`src/hw/rtl/gidc_pkg.sv`:
```
// gidc_pkg: shared types, constants and state codes for the gpio interrupt
// dispatcher with click debounce
// no dependencies
package gidc_pkg;

    // number of pins held; the scan covers at most sixteen of them
    localparam int PIN_COUNT  = 16;
    localparam int SCAN_COUNT = (PIN_COUNT < 16) ? PIN_COUNT : 16;
    localparam int IDX_W      = (SCAN_COUNT > 1) ? $clog2(SCAN_COUNT) : 1;

    localparam logic       OP_CONFIG = 1'b0;
    localparam logic       OP_EVENT  = 1'b1;

    localparam logic [2:0] MODE_OFF   = 3'd0;
    localparam logic [2:0] MODE_HIGH  = 3'd5;
    localparam logic [2:0] MODE_CLICK = 3'd6;

    localparam logic [7:0] DEBOUNCE_RESET = 8'd15;

    typedef struct packed {
        logic        operation;
        logic [3:0]  pin;
        logic [2:0]  mode;
        logic [15:0] status_mask;
        logic [15:0] pin_levels;
    } in_item_t;

    typedef struct packed {
        logic [3:0] event_pin;
        logic       event_level;
        logic       last;
    } out_item_t;

    typedef enum logic [1:0] {
        ST_IDLE,
        ST_SCAN,
        ST_FLUSH
    } ctrl_state_t;

    // controller to datapath
    typedef struct packed {
        logic load_cfg;
        logic load_evt;
        logic step;
        logic flush;
    } dp_cmd_t;

    // datapath to controller
    typedef struct packed {
        logic cur_fire;
        logic held_valid;
        logic out_free;
        logic idx_last;
    } dp_status_t;

endpackage

```
`src/hw/rtl/gidc_ctrl.sv`:
```
// gidc_ctrl: sequencer for configure items, pin scan and final flush
// depends on gidc_pkg
module gidc_ctrl (
    input  logic                 clk,
    input  logic                 rst_n,
    input  logic                 in_valid,
    input  logic                 in_operation,
    output logic                 in_ready,
    input  gidc_pkg::dp_status_t status,
    output gidc_pkg::dp_cmd_t    cmd
);
    import gidc_pkg::*;

    ctrl_state_t state_reg;
    ctrl_state_t state_next;
    logic        stall;

    always_ff @(posedge clk or negedge rst_n)
    begin
        if (!rst_n)
        begin
            state_reg <= ST_IDLE;
        end
        else
        begin
            state_reg <= state_next;
        end
    end

    // a firing pin cannot retire while the held result has nowhere to go
    assign stall = status.cur_fire && status.held_valid && !status.out_free;

    always_comb
    begin
        state_next = state_reg;
        cmd        = '0;
        in_ready   = 1'b0;
        unique case (state_reg)
            ST_IDLE:
            begin
                in_ready = 1'b1;
                if (in_valid)
                begin
                    if (in_operation == OP_EVENT)
                    begin
                        cmd.load_evt = 1'b1;
                        state_next   = ST_SCAN;
                    end
                    else
                    begin
                        cmd.load_cfg = 1'b1;
                    end
                end
            end
            ST_SCAN:
            begin
                if (!stall)
                begin
                    cmd.step = 1'b1;
                    if (status.idx_last)
                    begin
                        state_next = ST_FLUSH;
                    end
                end
            end
            ST_FLUSH:
            begin
                if (!status.held_valid)
                begin
                    state_next = ST_IDLE;
                end
                else if (status.out_free)
                begin
                    cmd.flush  = 1'b1;
                    state_next = ST_IDLE;
                end
            end
            default:
            begin
                state_next = ST_IDLE;
            end
        endcase
    end

endmodule

```
`src/hw/rtl/gidc_datapath.sv`:
```
// gidc_datapath: per-pin trigger state, scan index, held result and output register
// depends on gidc_pkg
module gidc_datapath (
    input  logic                 clk,
    input  logic                 rst_n,
    input  gidc_pkg::in_item_t   in_data,
    input  logic                 cfg_wr_en,
    input  logic [7:0]           cfg_wr_data,
    input  gidc_pkg::dp_cmd_t    cmd,
    output gidc_pkg::dp_status_t status,
    output logic                 out_valid,
    input  logic                 out_ready,
    output gidc_pkg::out_item_t  out_data
);
    import gidc_pkg::*;

    logic [7:0]            debounce_reg;
    logic [2:0]            kind_reg [SCAN_COUNT];
    logic                  click_reg [SCAN_COUNT];
    logic [7:0]            cnt_reg [SCAN_COUNT];
    logic [IDX_W-1:0]      idx_reg;
    logic [SCAN_COUNT-1:0] status_reg;
    logic [SCAN_COUNT-1:0] levels_reg;
    logic                  held_valid_reg;
    out_item_t             held_reg;
    logic                  out_valid_reg;
    out_item_t             out_reg;

    logic [2:0]       cur_kind;
    logic             cur_click;
    logic [7:0]       cur_cnt;
    logic             cur_lv;
    logic             cur_settled;
    logic [7:0]       cnt_step;
    logic             cur_fire;
    logic             out_free;
    logic             push_out;
    out_item_t        push_item;
    logic             cfg_hit;
    logic [IDX_W-1:0] cfg_idx;
    logic             cfg_lv;

    assign cur_kind    = kind_reg[idx_reg];
    assign cur_click   = click_reg[idx_reg];
    assign cur_cnt     = cnt_reg[idx_reg];
    assign cur_lv      = levels_reg[idx_reg];
    // settled level is the low bit of (high - kind)
    assign cur_settled = ~cur_kind[0];
    assign cnt_step    = (cur_settled != cur_lv) ? cur_cnt - 8'd1 : cur_cnt + 8'd1;
    assign cur_fire    = status_reg[idx_reg] && (cur_kind != MODE_OFF)
                         && (!cur_click || (cnt_step == 8'd0));

    assign out_free = !out_valid_reg || out_ready;

    assign cfg_hit = cmd.load_cfg && ({1'b0, in_data.pin} < 5'(SCAN_COUNT));
    assign cfg_idx = IDX_W'(in_data.pin);
    assign cfg_lv  = in_data.pin_levels[in_data.pin];

    // held result leaves as not-last when another pin fires, as last on flush
    always_comb
    begin
        push_out  = 1'b0;
        push_item = held_reg;
        if (cmd.step && cur_fire && held_valid_reg)
        begin
            push_out       = 1'b1;
            push_item.last = 1'b0;
        end
        else if (cmd.flush)
        begin
            push_out       = 1'b1;
            push_item.last = 1'b1;
        end
    end

    always_ff @(posedge clk or negedge rst_n)
    begin
        if (!rst_n)
        begin
            debounce_reg <= DEBOUNCE_RESET;
        end
        else if (cfg_wr_en)
        begin
            debounce_reg <= cfg_wr_data;
        end
    end

    always_ff @(posedge clk or negedge rst_n)
    begin
        if (!rst_n)
        begin
            for (int i = 0; i < SCAN_COUNT; i++)
            begin
                kind_reg[i]  <= MODE_OFF;
                click_reg[i] <= 1'b0;
                cnt_reg[i]   <= 8'd0;
            end
        end
        else if (cfg_hit)
        begin
            if (in_data.mode == MODE_CLICK)
            begin
                click_reg[cfg_idx] <= 1'b1;
                cnt_reg[cfg_idx]   <= debounce_reg;
                kind_reg[cfg_idx]  <= 3'(MODE_HIGH - {2'b00, cfg_lv});
            end
            else
            begin
                click_reg[cfg_idx] <= 1'b0;
                cnt_reg[cfg_idx]   <= 8'd0;
                kind_reg[cfg_idx]  <= in_data.mode;
            end
        end
        else if (cmd.step && status_reg[idx_reg] && (cur_kind != MODE_OFF) && cur_click)
        begin
            if (cnt_step == 8'd0)
            begin
                cnt_reg[idx_reg]  <= debounce_reg;
                kind_reg[idx_reg] <= 3'(MODE_HIGH - {2'b00, cur_lv});
            end
            else
            begin
                cnt_reg[idx_reg] <= cnt_step;
            end
        end
    end

    always_ff @(posedge clk)
    begin
        if (cmd.load_evt)
        begin
            status_reg <= in_data.status_mask[SCAN_COUNT-1:0];
            levels_reg <= in_data.pin_levels[SCAN_COUNT-1:0];
        end
        if (cmd.step && cur_fire)
        begin
            held_reg.event_pin   <= 4'(idx_reg);
            held_reg.event_level <= cur_lv;
            held_reg.last        <= 1'b0;
        end
        if (push_out)
        begin
            out_reg <= push_item;
        end
    end

    always_ff @(posedge clk or negedge rst_n)
    begin
        if (!rst_n)
        begin
            idx_reg        <= '0;
            held_valid_reg <= 1'b0;
            out_valid_reg  <= 1'b0;
        end
        else
        begin
            if (cmd.load_evt)
            begin
                idx_reg <= '0;
            end
            else if (cmd.step)
            begin
                idx_reg <= idx_reg + 1'b1;
            end

            if (cmd.step && cur_fire)
            begin
                held_valid_reg <= 1'b1;
            end
            else if (cmd.flush)
            begin
                held_valid_reg <= 1'b0;
            end

            if (push_out)
            begin
                out_valid_reg <= 1'b1;
            end
            else if (out_ready)
            begin
                out_valid_reg <= 1'b0;
            end
        end
    end

    assign status.cur_fire   = cur_fire;
    assign status.held_valid = held_valid_reg;
    assign status.out_free   = out_free;
    assign status.idx_last   = (idx_reg == IDX_W'(SCAN_COUNT - 1));

    assign out_valid = out_valid_reg;
    assign out_data  = out_reg;

endmodule

```
`src/hw/rtl/gpio_irq_dispatch_click_debounce.sv`:
```
// gpio_irq_dispatch_click_debounce: top level of the gpio interrupt dispatcher
// depends on gidc_pkg, gidc_ctrl and gidc_datapath
//
//   channel   direction  handshake               payload
//   in        sink       in_valid / in_ready     in_data (in_item_t)
//   out       source     out_valid / out_ready   out_data (out_item_t)
//   cfg       sink       cfg_wr_en               cfg_wr_data (debounce count)
//
// a configure item returns the block to idle at once
// an event item closes the input until its scan is done: after the transfer,
// the pins go one per cycle unless the output stalls, then comes the flush state
// results leave through a one-deep output register, the last one on flush
// a stalled output holds the scan on a firing pin until the register drains
// reset clears all pin trigger state, counters and the debounce count to 15
module gpio_irq_dispatch_click_debounce (
    input  logic                clk,
    input  logic                rst_n,
    input  logic                in_valid,
    output logic                in_ready,
    input  gidc_pkg::in_item_t  in_data,
    output logic                out_valid,
    input  logic                out_ready,
    output gidc_pkg::out_item_t out_data,
    input  logic                cfg_wr_en,
    input  logic [7:0]          cfg_wr_data
);
    import gidc_pkg::*;

    // command and status between sequencer and datapath
    dp_cmd_t    cmd;
    dp_status_t status;

    // sequencer: idle accepts transfers, scan walks the pins, flush sends the last result
    gidc_ctrl u_ctrl (
        .clk          (clk),
        .rst_n        (rst_n),
        .in_valid     (in_valid),
        .in_operation (in_data.operation),
        .in_ready     (in_ready),
        .status       (status),
        .cmd          (cmd)
    );

    // datapath: per-pin trigger kind, click flag and counter, plus the result registers
    gidc_datapath u_datapath (
        .clk         (clk),
        .rst_n       (rst_n),
        .in_data     (in_data),
        .cfg_wr_en   (cfg_wr_en),
        .cfg_wr_data (cfg_wr_data),
        .cmd         (cmd),
        .status      (status),
        .out_valid   (out_valid),
        .out_ready   (out_ready),
        .out_data    (out_data)
    );

endmodule

```
`config.mk`:
```
export PLATFORM = sky130hd
export DESIGN_NAME = gpio_irq_dispatch_click_debounce
export DESIGN_NICKNAME = d
export VERILOG_FILES = /design/src/hw/rtl/gidc_pkg.sv /design/src/hw/rtl/gidc_ctrl.sv /design/src/hw/rtl/gidc_datapath.sv /design/src/hw/rtl/gpio_irq_dispatch_click_debounce.sv
export SDC_FILE = /design/constraint.sdc
export NUM_CORES = 1
export LEC_CHECK = 0
export BUFFER_PORTS_ARGS = -buffer_cell sky130_fd_sc_hd__buf_2
export CAP_MARGIN = 20
export CORE_ASPECT_RATIO = 0.6
export CORE_MARGIN = 2
export CORE_UTILIZATION = 40
export DETAILED_ROUTE_END_ITERATION = 8
export MAX_ROUTING_LAYER = met4
export PLACE_DENSITY = 0.59
export SLEW_MARGIN = 20
export SYNTH_ARGS = -nofsm -noshare
export SYNTH_HDL_FRONTEND = slang
export SYNTH_HIERARCHICAL = 1
export SYNTH_SLANG_ARGS = --single-unit
```
`constraint.sdc`:
```
create_clock -name clk -period 8.75 [get_ports clk]
set_input_delay 1.75 -clock clk [delete_from_list [all_inputs] [get_ports clk]]
set_output_delay 1.75 -clock clk [all_outputs]
set_load 0.05 [all_outputs]
```
* Yosys cells after proc, flatten, opt, wreduce, memory -nomap -nowiden
Cells that the tools add are included. W data, S select, Z words.
Word-level totals: flip-flop bits (word level) 251, bits in latches 0, bits in writable memories 0, bits in read-only memories 0, input bits 53, output and inout port bits 8, memories 0
Operators by class: add/subtract/negate cells 5, multiply operators 0, divide/modulo/power cells 0, order comparisons 6, equality and inequality tests 10, shift-type cells 0, mux-type cells 66, bitwise gates (word level) 8, reductions and logical operators 26
Operators by type and width (count):
- $mux W128 | 4
- $bwmux W128 | 3
- $mux W48 | 4
- $bwmux W48 | 3
- $and A128 B128 Y128 | 1
- $not A128 Y128 | 1
- $demux W8 S4 | 2
- $mux W8 | 5
- $bmux W8 S4 | 1
- $demux W3 S4 | 2
- $mux W1 | 20
- $and A16 B16 Y16 | 1
- $bmux W1 S4 | 4
- $mux W16 | 1
- $mux W2 | 8
- $not A16 Y16 | 1
- $or A16 B16 Y16 | 1
- $bmux W3 S4 | 1
- $mux W3 | 4
- $logic_and A1 B1 Y1 | 11
- $ge A5 B5 Y1 const B | 2
- $lt A4 B5 Y1 const B | 2
- $lt A5 B1 Y1 const B | 2
- $not A4 Y5 | 2
- 23 further kinds | 35

* Logic depth before layout (Yosys ltp)
word-level depth 19, mapped depth 28

* Modules after synthesis
Netlist, hierarchy kept.
By module, submodules not included:
- gidc_datapath | times used 1, cells each 1132, area an instance 12709.7 um2
- gidc_ctrl | times used 1, cells each 14, area an instance 146.4 um2

* Worst setup path before layout
Ideal clock, no wire load.
kind flip-flop to flip-flop, from reg u_datapath.idx_reg[0], to reg u_datapath/cnt_reg[48] (netlist name), setup time 147 ps, arrival time 6373 ps, slack 2230 ps, stages on the path, launching flop included 27, path buffers 8, clock period less this slack 6520 ps, cells stage by stage dfrtp_1 buf_6 buf_6 buf_6 buf_8 buf_1 mux4_2 mux4_2 ha_1 a21o_1 a21o_1 a21oi_1 o211a_1 mux2i_1 xnor2_1 or4_4 o21ai_0 and2_1 buf_4 nand3b_4 and3b_1 and4b_1 and3_1 clkbuf_1 nand2_1 clkbuf_1 o221ai_1
RTL lines:
- from (decl) | line gidc_datapath.sv:21 | logic [IDX_W-1:0] idx_reg;
- from (signal assigned) | line gidc_datapath.sv:163 | idx_reg <= idx_reg + 1'b1;
- to (signal, indexed assignment) | line gidc_datapath.sv:104 | cnt_reg[cfg_idx] <= debounce_reg;
- to (signal, indexed assignment) | line gidc_datapath.sv:118 | cnt_reg[idx_reg] <= debounce_reg;
- to (signal, indexed assignment) | line gidc_datapath.sv:123 | cnt_reg[idx_reg] <= cnt_step;
- to (decl) | line gidc_datapath.sv:20 | logic [7:0] cnt_reg [SCAN_COUNT];

==> summary.md <==
| Metric | Value |
|---|---|
| Final WL | around 43 mm |
| Largest net degree at the start of global routing | 100 |
| Clock Sinks | around 250 |
| Final setup fails | 0 |
| Initial Util | 0.409 |
| Tightest Hold Check Type | reg -> reg |
| GRT Total Usage | 0.271 |
| Pwr Density | around 350 nW/um2 |
| Die height | about 140 um |
| Final GP Congestion | 0.934 |
| Crit Path Category | reg -> reg |
| Worst skew pair latency | roughly 540 ps |
| Cells after synthesis | about 1.1k |
| Max VDD drop | about 0.00024 V |
| Pint | about 0.0027 W |
| CP startpoint kind | flop |
| Routed Antenna Nets | 0 |
| Ys Warns | 6 |
| Grt ovf | 0 |
| CTS tree | yes |
| DPL Wire Length | roughly 30 mm |
| Max clock buf depth | 3 |
| Final worst slack | approximately 1200 ps |
| Sequential-to-total area share from yosys stat | 0.506 |
| RSZ-0062 raised after global routing | false |
| Leak | between 5 and 6 nW |
| Post-CTS Hold Buffers | 0 |
| Die width | ~240 um |
| H-tree depth | 1 |
| Setup WS pre-CTS | 1340 ps |
| Achievable clock frequency | roughly 130 MHz |
| Via-per-instance ratio | around 6.6 |
| Sequential share of power | 0.311 |
| Clock-pin slew on the worst setup and hold paths | 70 ps |
| NetSw | about 0.0023 W |
| Logic gate share of total power | 0.475 |
| Number of setup buffers added after CTS | 0 |
| Crit share post-route | 0.868 |
| Worst hold slack | 423 ps |
| Max cap viols | 0 |
| First-pass GRT wire length | 65.6 mm |
| Critical path required time | just over 9000 ps |
| Setup TNS Final | 0 ps |
| Vias in the first global route | 9995 |
| Post-CTS resize count | 0 |
| Rel. slew slack | 0.252 |
| Status | completed |
| Drt drc | 0 |
| Clock power frac | 0.213 |
| Post-synth EDFFs | 43 |
| Post-DR wirelength/cell | around 27 um |
| Number of port buffers | 60 |
| Fin util | 0.454 |
| Total CTS buffers | 24 |
| Final Hold Viols | 0 |
| Leading cell types in the layout, fill and taps excluded | dfrtp_1, nand2_1, o221ai_1 |
| Async set or reset register ratio after synthesis | 0.829 |
| Slew @ Worst Pin | between 1000 and 1500 ps |
| Area delta synth->final | 10.8% |
| Root buf cell | clkbuf_16 |
| Post-synthesis cell type count | ~70 |
| Layout cells sized above 1 | 0.189 |
| Net Sw Frac | 0.458 |
| DR vias | roughly 11k |
| Final nets | roughly 1.2k |
| Max reg flops | between 100 and 150 |
| Most common cell after layout, fill and taps aside | dfrtp_1 |
| Row cnt | 50 |
| Main flop type after synthesis | dfrtp_1 |
| Initial antenna violation count | 3 |
| Syn Std Cell Area | approximately 13000 um2 |
| Synthesis-stage register bit count | approximately 250 |
| Initial DRC count | ~1.5k |
| Area of the core | around 31000 um2 |
| TritonRoute pass-1 iters | 6 |
| WP data arrival | approximately 8000 ps |
| Top fanout value on the critical path | 25 |
| Area of the die | around 34000 um2 |
| Post-synth net total | 1207 |
| Avg Cell Area, Syn | 11.2 um2 |
| Minimum clock period | about 7600 ps |
| Total I/O pin count | 61 |
| Layout Skew | approximately 13 ps |
| Crit end category | flop |
| Max Slew Vio Count | 0 |
## through the flow
step                      cell area (um2)  total power (W)  cells
after global placement              13400          0.00385   1551
after floorplan                     12900          0.00309   1146
final                               14200          0.00504   1596
after global routing                14200          0.00526   1596
after detailed placement            13400          0.00388   1551
after CTS                           14200          0.00496   1595
## path summary, 6_finish.rpt
check,start,to,slack (ps),cells after the start
max,u_datapath/idx_reg[0]$_DFFE_PN0P_,u_datapath/kind_reg[42]$_DFFE_PN0P_,1150,22
min,u_datapath/held_reg[3]$_DFFE_PP_,u_datapath/out_data[3]$_DFFE_PP_,420,0
max reg2reg,u_datapath/idx_reg[0]$_DFFE_PN0P_,u_datapath/kind_reg[42]$_DFFE_PN0P_,1150,22
min reg2reg,u_datapath/held_reg[3]$_DFFE_PP_,u_datapath/out_data[3]$_DFFE_PP_,420,0
max in group asynchronous,rst_n,u_datapath/cnt_reg[18]$_DFFE_PN0P_,6070,2
min in group asynchronous,rst_n,u_datapath/held_valid_reg$_DFFE_PN0P_,1270,1
## synthesized netlist by cell type (5+ instances only)
cell | instances | share of area
a21o_1 | 9 | 0.0053
a21oi_1 | 51 | 0.020
a22oi_1 | 18 | 0.011
a31oi_1 | 15 | 0.0073
and2_1 | 13 | 0.0063
and3_1 | 19 | 0.0092
buf_1 | 5 | 0.0015
buf_2 | 16 | 0.0062
buf_6 | 5 | 0.0044
clkbuf_1 | 61 | 0.018
dfrtp_1 | 204 | 0.40
edfxtp_1 | 43 | 0.10
ha_1 | 8 | 0.0078
inv_1 | 9 | 0.0026
mux2_2 | 9 | 0.0079
mux2i_1 | 9 | 0.0070
mux4_2 | 59 | 0.10
nand2_1 | 146 | 0.043
nand3_1 | 63 | 0.025
nor2_1 | 72 | 0.021
nor2b_1 | 12 | 0.0058
nor3_1 | 7 | 0.0027
o211ai_1 | 10 | 0.0058
o21a_1 | 8 | 0.0047
o21ai_0 | 67 | 0.026
o21ai_1 | 6 | 0.0023
o221ai_1 | 92 | 0.063
o221ai_2 | 9 | 0.011
o22ai_1 | 8 | 0.0039
o31ai_1 | 6 | 0.0035
xnor2_1 | 6 | 0.0041
## per-layer routing
metal | global-route usage | vias up | wire length [um]
li1 | - | 4448 | -
met1 | 0.396 | 5342 | 19400
met2 | 0.330 | 653 | 16200
met3 | 0.136 | 62 | 6990
met4 | 0.0496 | 0 | 763
met5 | - | - | 0
## final cells by class
class | count | area [um2]
Multi-Input combinational cell | 792 | 5910
Sequential cell | 251 | 6510
Clock inverter | 15 | 153
Inverter | 11 | 41.3
Timing Repair Buffer | 81 | 467
Clock buffer | 29 | 641
Fill cell | 2946 | 17200
Antenna cell | 1 | 2.50
Tap cell | 416 | 520
## power groups by stage
stage	logic, W	registers, W	clock network (W)
2_1_floorplan	0.00154	0.00155	0
5_1_grt	0.00252	0.00159	0.00115
3_3_place_gp	0.00227	0.00158	0
3_5_place_dp	0.00230	0.00158	0
6_report	0.00240	0.00157	0.00108
4_1_cts	0.00230	0.00156	0.00110
## critical path, stage by stage, from the launching register on
cell and delay (ps):
dfrtp_4 650, buf_4 470, mux4_2 560, a22oi_1 200, nand2_1 130, xor2_2 440
inv_2 220, ha_1 430, a21o_1 210, a21o_1 180, a31oi_1 190, nor3_1 90
nor4b_2 520, or4_4 290, o21ai_0 130, and2_1 210, nand3b_4 90, and3b_1 310
and4b_1 650, and3_1 390, nand2_1 380, o21a_1 330, a221o_1 370
## cells by family (layout without fill, tap and decap cells)
logic type	after synthesis	in the layout	share of synthesized area
and+or+nand+nor	357	357	0.129
AOI/OAI and AO/OA	336	336	0.191
DFF	251	251	0.506
buffers and inverters	103	136	0.0366
muxes	78	78	0.120
xor gates and xnor gates	13	13	0.0106
adders and majority gates	8	8	0.00779
other	0	1	0
Note: power is estimated with default switching activity, not from simulation.
